<file path="src/design/ufp_pkg.sv">
package ufp_pkg;

  localparam logic [7:0] HDR_BYTE = 8'hFF;

  localparam logic [1:0] POS_HUNT = 2'd0;
  localparam logic [1:0] POS_HIGH = 2'd1;
  localparam logic [1:0] POS_LOW  = 2'd2;
  localparam logic [1:0] POS_SUM  = 2'd3;

  localparam logic [2:0] ST_RESYNC = 3'd0;
  localparam logic [2:0] ST_HEADER = 3'd1;
  localparam logic [2:0] ST_BYTE   = 3'd2;
  localparam logic [2:0] ST_GOOD   = 3'd3;
  localparam logic [2:0] ST_CSUM   = 3'd4;
  localparam logic [2:0] ST_RANGE  = 3'd5;

  localparam logic REG_MIN_DISTANCE = 1'b0;
  localparam logic REG_MAX_DISTANCE = 1'b1;

  typedef struct packed {
    logic [2:0]  status;
    logic [15:0] distance;
    logic        distance_valid;
    logic [31:0] sequence_count;
    logic [31:0] good_count;
    logic [31:0] range_error_count;
    logic [31:0] checksum_error_count;
    logic [31:0] resync_count;
  } ufp_result_t;

endpackage

</file>
<file path="src/design/ultrasonic_frame_parser.sv">
// Parses 4-byte distance frames (0xFF header, distance high, distance low,
// 8-bit checksum) from a serial byte stream, one byte per item, and returns
// one result item per byte with a status code, the held distance and the
// running counters as they stand after that byte. The frame state and
// counters update on the accepting edge and the result appears in the
// output register on the next cycle, so a new byte is accepted in every
// cycle as long as the output register is empty or being taken in that
// cycle. The distance bounds are written through the configuration port;
// the user must write them only while the block is idle (not enforced).
module ultrasonic_frame_parser import ufp_pkg::*; (
  input  logic        clk,
  input  logic        rst_n,
  input  logic        cfg_wr_en,
  input  logic        cfg_index,
  input  logic [15:0] cfg_data,
  input  logic        in_valid,
  output logic        in_stall,
  input  logic [7:0]  in_rx_data,
  output logic        out_valid,
  input  logic        out_stall,
  output logic [2:0]  out_status,
  output logic [15:0] out_distance,
  output logic        out_distance_valid,
  output logic [31:0] out_sequence_count,
  output logic [31:0] out_good_count,
  output logic [31:0] out_range_error_count,
  output logic [31:0] out_checksum_error_count,
  output logic [31:0] out_resync_count
);

  logic [15:0] min_dist_r;
  logic [15:0] max_dist_r;
  logic        out_valid_r;
  ufp_result_t res_r;
  ufp_result_t res_nxt;
  logic        accept;

  assign in_stall = out_valid_r && out_stall;
  assign accept   = in_valid && !in_stall;

  always_ff @(posedge clk) begin
    if (!rst_n) begin
      min_dist_r <= 16'd30;
      max_dist_r <= 16'd4500;
    end else if (cfg_wr_en) begin
      case (cfg_index)
        REG_MIN_DISTANCE: min_dist_r <= cfg_data;
        REG_MAX_DISTANCE: max_dist_r <= cfg_data;
        default: ;
      endcase
    end
  end

  ufp_core u_core (
    .clk          (clk),
    .rst_n        (rst_n),
    .accept       (accept),
    .rx_data      (in_rx_data),
    .min_distance (min_dist_r),
    .max_distance (max_dist_r),
    .result       (res_nxt)
  );

  always_ff @(posedge clk) begin
    if (!rst_n) begin
      out_valid_r <= 1'b0;
    end else if (accept) begin
      out_valid_r <= 1'b1;
    end else if (!out_stall) begin
      out_valid_r <= 1'b0;
    end
  end

  always_ff @(posedge clk) begin
    if (accept) begin
      res_r <= res_nxt;
    end
  end

  assign out_valid                = out_valid_r;
  assign out_status               = res_r.status;
  assign out_distance             = res_r.distance;
  assign out_distance_valid       = res_r.distance_valid;
  assign out_sequence_count       = res_r.sequence_count;
  assign out_good_count           = res_r.good_count;
  assign out_range_error_count    = res_r.range_error_count;
  assign out_checksum_error_count = res_r.checksum_error_count;
  assign out_resync_count         = res_r.resync_count;

endmodule

</file>
<file path="src/design/ufp_core.sv">
module ufp_core import ufp_pkg::*; (
  input  logic        clk,
  input  logic        rst_n,
  input  logic        accept,
  input  logic [7:0]  rx_data,
  input  logic [15:0] min_distance,
  input  logic [15:0] max_distance,
  output ufp_result_t result
);

  logic [1:0]  pos_r, pos_nxt;
  logic [7:0]  high_r, high_nxt;
  logic [7:0]  low_r, low_nxt;
  logic [15:0] dist_r, dist_nxt;
  logic        valid_r, valid_nxt;
  logic [31:0] seq_r, seq_nxt;
  logic [31:0] good_r, good_nxt;
  logic [31:0] range_r, range_nxt;
  logic [31:0] csum_r, csum_nxt;
  logic [31:0] resync_r, resync_nxt;
  logic [2:0]  status;
  logic [7:0]  calc_sum;
  logic [15:0] frame_dist;
  logic        in_range;

  assign calc_sum   = HDR_BYTE + high_r + low_r;
  assign frame_dist = {high_r, low_r};
  assign in_range   = (frame_dist >= min_distance) && (frame_dist <= max_distance);

  always_comb begin
    pos_nxt    = pos_r;
    high_nxt   = high_r;
    low_nxt    = low_r;
    dist_nxt   = dist_r;
    valid_nxt  = valid_r;
    seq_nxt    = seq_r;
    good_nxt   = good_r;
    range_nxt  = range_r;
    csum_nxt   = csum_r;
    resync_nxt = resync_r;
    status     = ST_RESYNC;
    case (pos_r)
      POS_HUNT: begin
        if (rx_data == HDR_BYTE) begin
          pos_nxt = POS_HIGH;
          status  = ST_HEADER;
        end else begin
          resync_nxt = resync_r + 32'd1;
          status     = ST_RESYNC;
        end
      end
      POS_HIGH: begin
        high_nxt = rx_data;
        pos_nxt  = POS_LOW;
        status   = ST_BYTE;
      end
      POS_LOW: begin
        low_nxt = rx_data;
        pos_nxt = POS_SUM;
        status  = ST_BYTE;
      end
      default: begin
        pos_nxt = POS_HUNT;
        if (calc_sum != rx_data) begin
          csum_nxt = csum_r + 32'd1;
          status   = ST_CSUM;
        end else if (in_range) begin
          dist_nxt  = frame_dist;
          valid_nxt = 1'b1;
          seq_nxt   = seq_r + 32'd1;
          good_nxt  = good_r + 32'd1;
          status    = ST_GOOD;
        end else begin
          range_nxt = range_r + 32'd1;
          status    = ST_RANGE;
        end
      end
    endcase
  end

  always_ff @(posedge clk) begin
    if (!rst_n) begin
      pos_r    <= POS_HUNT;
      high_r   <= '0;
      low_r    <= '0;
      dist_r   <= '0;
      valid_r  <= 1'b0;
      seq_r    <= '0;
      good_r   <= '0;
      range_r  <= '0;
      csum_r   <= '0;
      resync_r <= '0;
    end else if (accept) begin
      pos_r    <= pos_nxt;
      high_r   <= high_nxt;
      low_r    <= low_nxt;
      dist_r   <= dist_nxt;
      valid_r  <= valid_nxt;
      seq_r    <= seq_nxt;
      good_r   <= good_nxt;
      range_r  <= range_nxt;
      csum_r   <= csum_nxt;
      resync_r <= resync_nxt;
    end
  end

  always_comb begin
    result.status               = status;
    result.distance             = dist_nxt;
    result.distance_valid       = valid_nxt;
    result.sequence_count       = seq_nxt;
    result.good_count           = good_nxt;
    result.range_error_count    = range_nxt;
    result.checksum_error_count = csum_nxt;
    result.resync_count         = resync_nxt;
  end

endmodule

</file>
<file path="config.mk">
export PLATFORM = sky130hd
export DESIGN_NAME = ultrasonic_frame_parser
export DESIGN_NICKNAME = d
export VERILOG_FILES = /design/src/design/ufp_pkg.sv /design/src/design/ultrasonic_frame_parser.sv /design/src/design/ufp_core.sv
export SDC_FILE = /design/constraint.sdc
export NUM_CORES = 1
export LEC_CHECK = 0
export ABC_AREA = 1
export BUFFER_PORTS_ARGS = -buffer_cell sky130_fd_sc_hd__buf_4
export CAP_MARGIN = 10
export CORE_MARGIN = 5
export CORE_UTILIZATION = 35
export CTS_BUF_LIST = sky130_fd_sc_hd__clkbuf_2 sky130_fd_sc_hd__clkbuf_4 sky130_fd_sc_hd__clkbuf_8
export CTS_CLUSTER_SIZE = 16
export DETAILED_ROUTE_END_ITERATION = 8
export PLACE_DENSITY = 0.6
export SYNTH_ARGS = -nofsm -noshare
export SYNTH_HDL_FRONTEND = slang
export SYNTH_HIERARCHICAL = 1
export SYNTH_SLANG_ARGS = --single-unit
</file>
<file path="constraint.sdc">
create_clock -name clk -period 32.9 [get_ports clk]
set_clock_uncertainty 0.05 [all_clocks]
set_input_delay 6.58 -clock clk [delete_from_list [all_inputs] [get_ports clk]]
set_output_delay 6.58 -clock clk [all_outputs]
set_load 0.1 [all_outputs]
</file>
==> flow_metrics.tcl <==
set metrics [dict create \
    io-pin-count 212 \
    synth_top_area_cell "edfxtp_1" \
    groute.usage.overall 0.167 \
    cts_root_cell "clkbuf_8" \
    average_detailed_routed_wire_length_per_instance_um 14.7 \
    dp_hpwl_um 37000 \
    max_slew.worst_pin.slew_ns 1.03 \
    rsz0062_at_grt "false" \
    critPathKind "input pin to output port" \
    cts_clk_pin_slew_worst_paths_ns 0.06 \
    async_flop_share 0 \
    worst_setup_path_start_kind "input pin" \
    design.core.area_mm2 0.0601 \
    timing.max_slew.rel_slack 0.311 \
    tritoncts_clock_tree "done" \
    drt_pass1_iterations 6 \
    holdCritPathClass "register to register" \
    yosys-top-cells-count "649 x nand2_1, 488 x inv_1, 301 x nand3_1, 228 x dfxtp_1, 198 x nor2_1" \
    num_vias 18600 \
    vias_per_cell 4.83 \
    global_route_wire_length_before_repair_um 91000 \
    setup-tns-final_ns 0 \
    synthesis.yosys.warnings 6 \
    numPortBuffers 211 \
    totalWireLength_um 56400 \
    synth_area_mm2 0.0212 \
    synth_nets 2910 \
    grt_antenna_before_repair 0 \
    irDropWorstVdd_mv 0.0328 \
    synth-edff-count 180 \
    worstPathRequired_ns 26.27 \
    area_growth_syn_to_layout_pct 17.9 \
    postSynthRegisterBits 408 \
    drcViolationCount 0 \
    period_minus_slack_ns 13.75 \
    reg2reg_from "u_core/low_r[1]" \
    worstSetupEndpointType "output port" \
    post_layout_nonfiller_instances 3848 \
    largest_net_degree_at_the_start_of_global_routing 107 \
    h-tree-depth 3 \
    leakage_uw 0.0120 \
    post-synth-top-count-cell "nand2_1" \
    setup.worst_path.start "out_stall" \
    first_global_vias 17200 \
    cts_buffers 74 \
    netlist-cell-type-count 40 \
    grt-ovfl-total 0 \
    numClockSinks 408 \
    worst_r2r_endpoint "u_core/dist_r[14]" \
    routed_length_on_met3_um 3470 \
    yosysTopAreaCellShare 0.256 \
    crit_path_end "in_stall" \
    finalHoldViolCount 0 \
    clock_latency_ns 0.64 \
    placedCellCount 3711 \
    layout.nets 3090 \
    fin_crit_sh 0.418 \
    final_layout_size_suffix_gt1_frac 0.125 \
    top_layer "met4" \
    cp.arrival_ns 7.12 \
    post_cts_hold_buffer_count 0 \
    drt.antenna.violating_nets 0 \
    synth_area_per_cell_um2 7.49 \
    min_delay_path_depth 2 \
    synth.top_cells.by_area "edfxtp_1 26%, dfxtp_1 22%, nand2_1 12%, inv_1 8.7%, nand3_1 7.1%" \
    cells_after_synth 2825 \
    post_cts_resized 0 \
    critical_path_peak_fanout 2 \
    initial_utilization 0.352 \
    max_freq_mhz 72.7 \
    finalSetupViolations 0 \
    die_area_mm2 0.0655 \
    reg2reg_setup_slack_ns 28.11 \
    drv.max_cap_violation_count 0 \
    postSynth.topFlopCell "dfxtp_1" \
    timing.reg2reg.worst_path_depth 15 \
    synth.yosys.seq_area_share 0.471 \
    place.gp.congestion 0.870 \
    slew_violations 0 \
    placement_rows 90 \
    powerDensity_mw_per_mm2 54.9 \
    wl_met1_um 26400 \
    met2_wirelength_um 25600 \
    dr.first_iter.drc_count 1243 \
    die_height_um 256 \
    maximum_clock_path_buffer_count 3 \
    die_w_um 256 \
    cts.repair_timing.setup_buffer_count 0 \
    status "complete, no violations" \
]
-- worst min-delay path by stage --
stage                         from              to  slack (ns)
CTS                  min_dist_r[3]   min_dist_r[3]        0.41
global placement     min_dist_r[1]   min_dist_r[1]        0.40
global route        max_dist_r[14]  max_dist_r[14]        0.45
detailed placement   min_dist_r[3]   min_dist_r[3]        0.40
finish               min_dist_r[1]   min_dist_r[1]        0.41
floorplan            min_dist_r[1]   min_dist_r[1]        0.38
-- per-stage QoR --
stage | hold WS (ns) | worst slack, ns | util | instance area (um^2) | total power [uW]
after detailed placement | 0.399 | 19.15 | 0.387 | 23300 | 849
after CTS | 0.414 | 19.15 | 0.415 | 24900 | 1390
after floorplan | 0.379 | 16.21 | - | 21200 | 794
final | 0.412 | 19.15 | 0.415 | 24900 | 1370
after global placement | 0.395 | 19.13 | 0.387 | 23300 | 848
after global routing | 0.448 | 19.11 | 0.415 | 24900 | 1440
-- layout by cell type, fill, tap and decap left out, types with 2 or more instances in the layout --
cell and count:
a21o_1 2, a21oi_1 179, buf_4 228, bufinv_16 7, clkbuf_4 21, clkbuf_8 85
clkinv_1 9, clkinv_2 14, dfxtp_1 228, edfxtp_1 180, ha_1 54, inv_1 488
inv_2 11, inv_6 2, nand2_1 648, nand2_2 2, nand2_4 2, nand3_1 301
nand3b_1 2, nand4_1 138, nor2_1 196, nor2_2 2, nor2_4 2, nor3_1 58
nor3_2 3, nor4_1 11, o21ai_0 123, o21ai_1 18, o21bai_1 17, xnor2_1 4
xor2_1 19
-- kinds of logic (layout without fill, tap and decap cells) --
| logic type | after synthesis | count (layout) | share of synthesized area |
|---|---|---|---|
| AO/OA/AOI/OAI | 342 | 342 | 0.0835 |
| adder cells (fa/ha/maj) | 55 | 55 | 0.0329 |
| buffers and inverters | 626 | 866 | 0.116 |
| flip-flops | 408 | 408 | 0.471 |
| other | 0 | 1 | 0 |
| AND/OR/NAND/NOR | 1371 | 1371 | 0.287 |
| XOR/XNOR | 23 | 23 | 0.00952 |
-- worst max-delay path, stage by stage --
cell	delay (ns)
buf_4	0.07
nand2_1	0.05
inv_1	0.11
buf_4	0.30
-- per-layer routing --
metal / vias up / track usage
met5: - / 0
met4: 0 / 0.0502
met3: 66 / 0.0390
met2: 432 / 0.269
met1: 8509 / 0.226
li1: 9580 / -
-- area by class of cell --
type | instances | area (um^2)
Antenna cell | 1 | 2.50
Clock buffer | 106 | 1330
Clock inverter | 30 | 319
Fill cell | 6234 | 35200
Inverter | 502 | 1890
Multi-Input combinational cell | 1791 | 8740
Sequential cell | 408 | 9970
Tap cell | 782 | 978
Timing Repair Buffer | 228 | 1710
-- power by group --
part / internal (uW) / leakage (uW) / switching, uW
clock network: 315 / 0.000879 / 216
registers: 567 / 0.00369 / 20.8
logic: 52.6 / 0.00740 / 198
(Power assumes the default switching activity.)
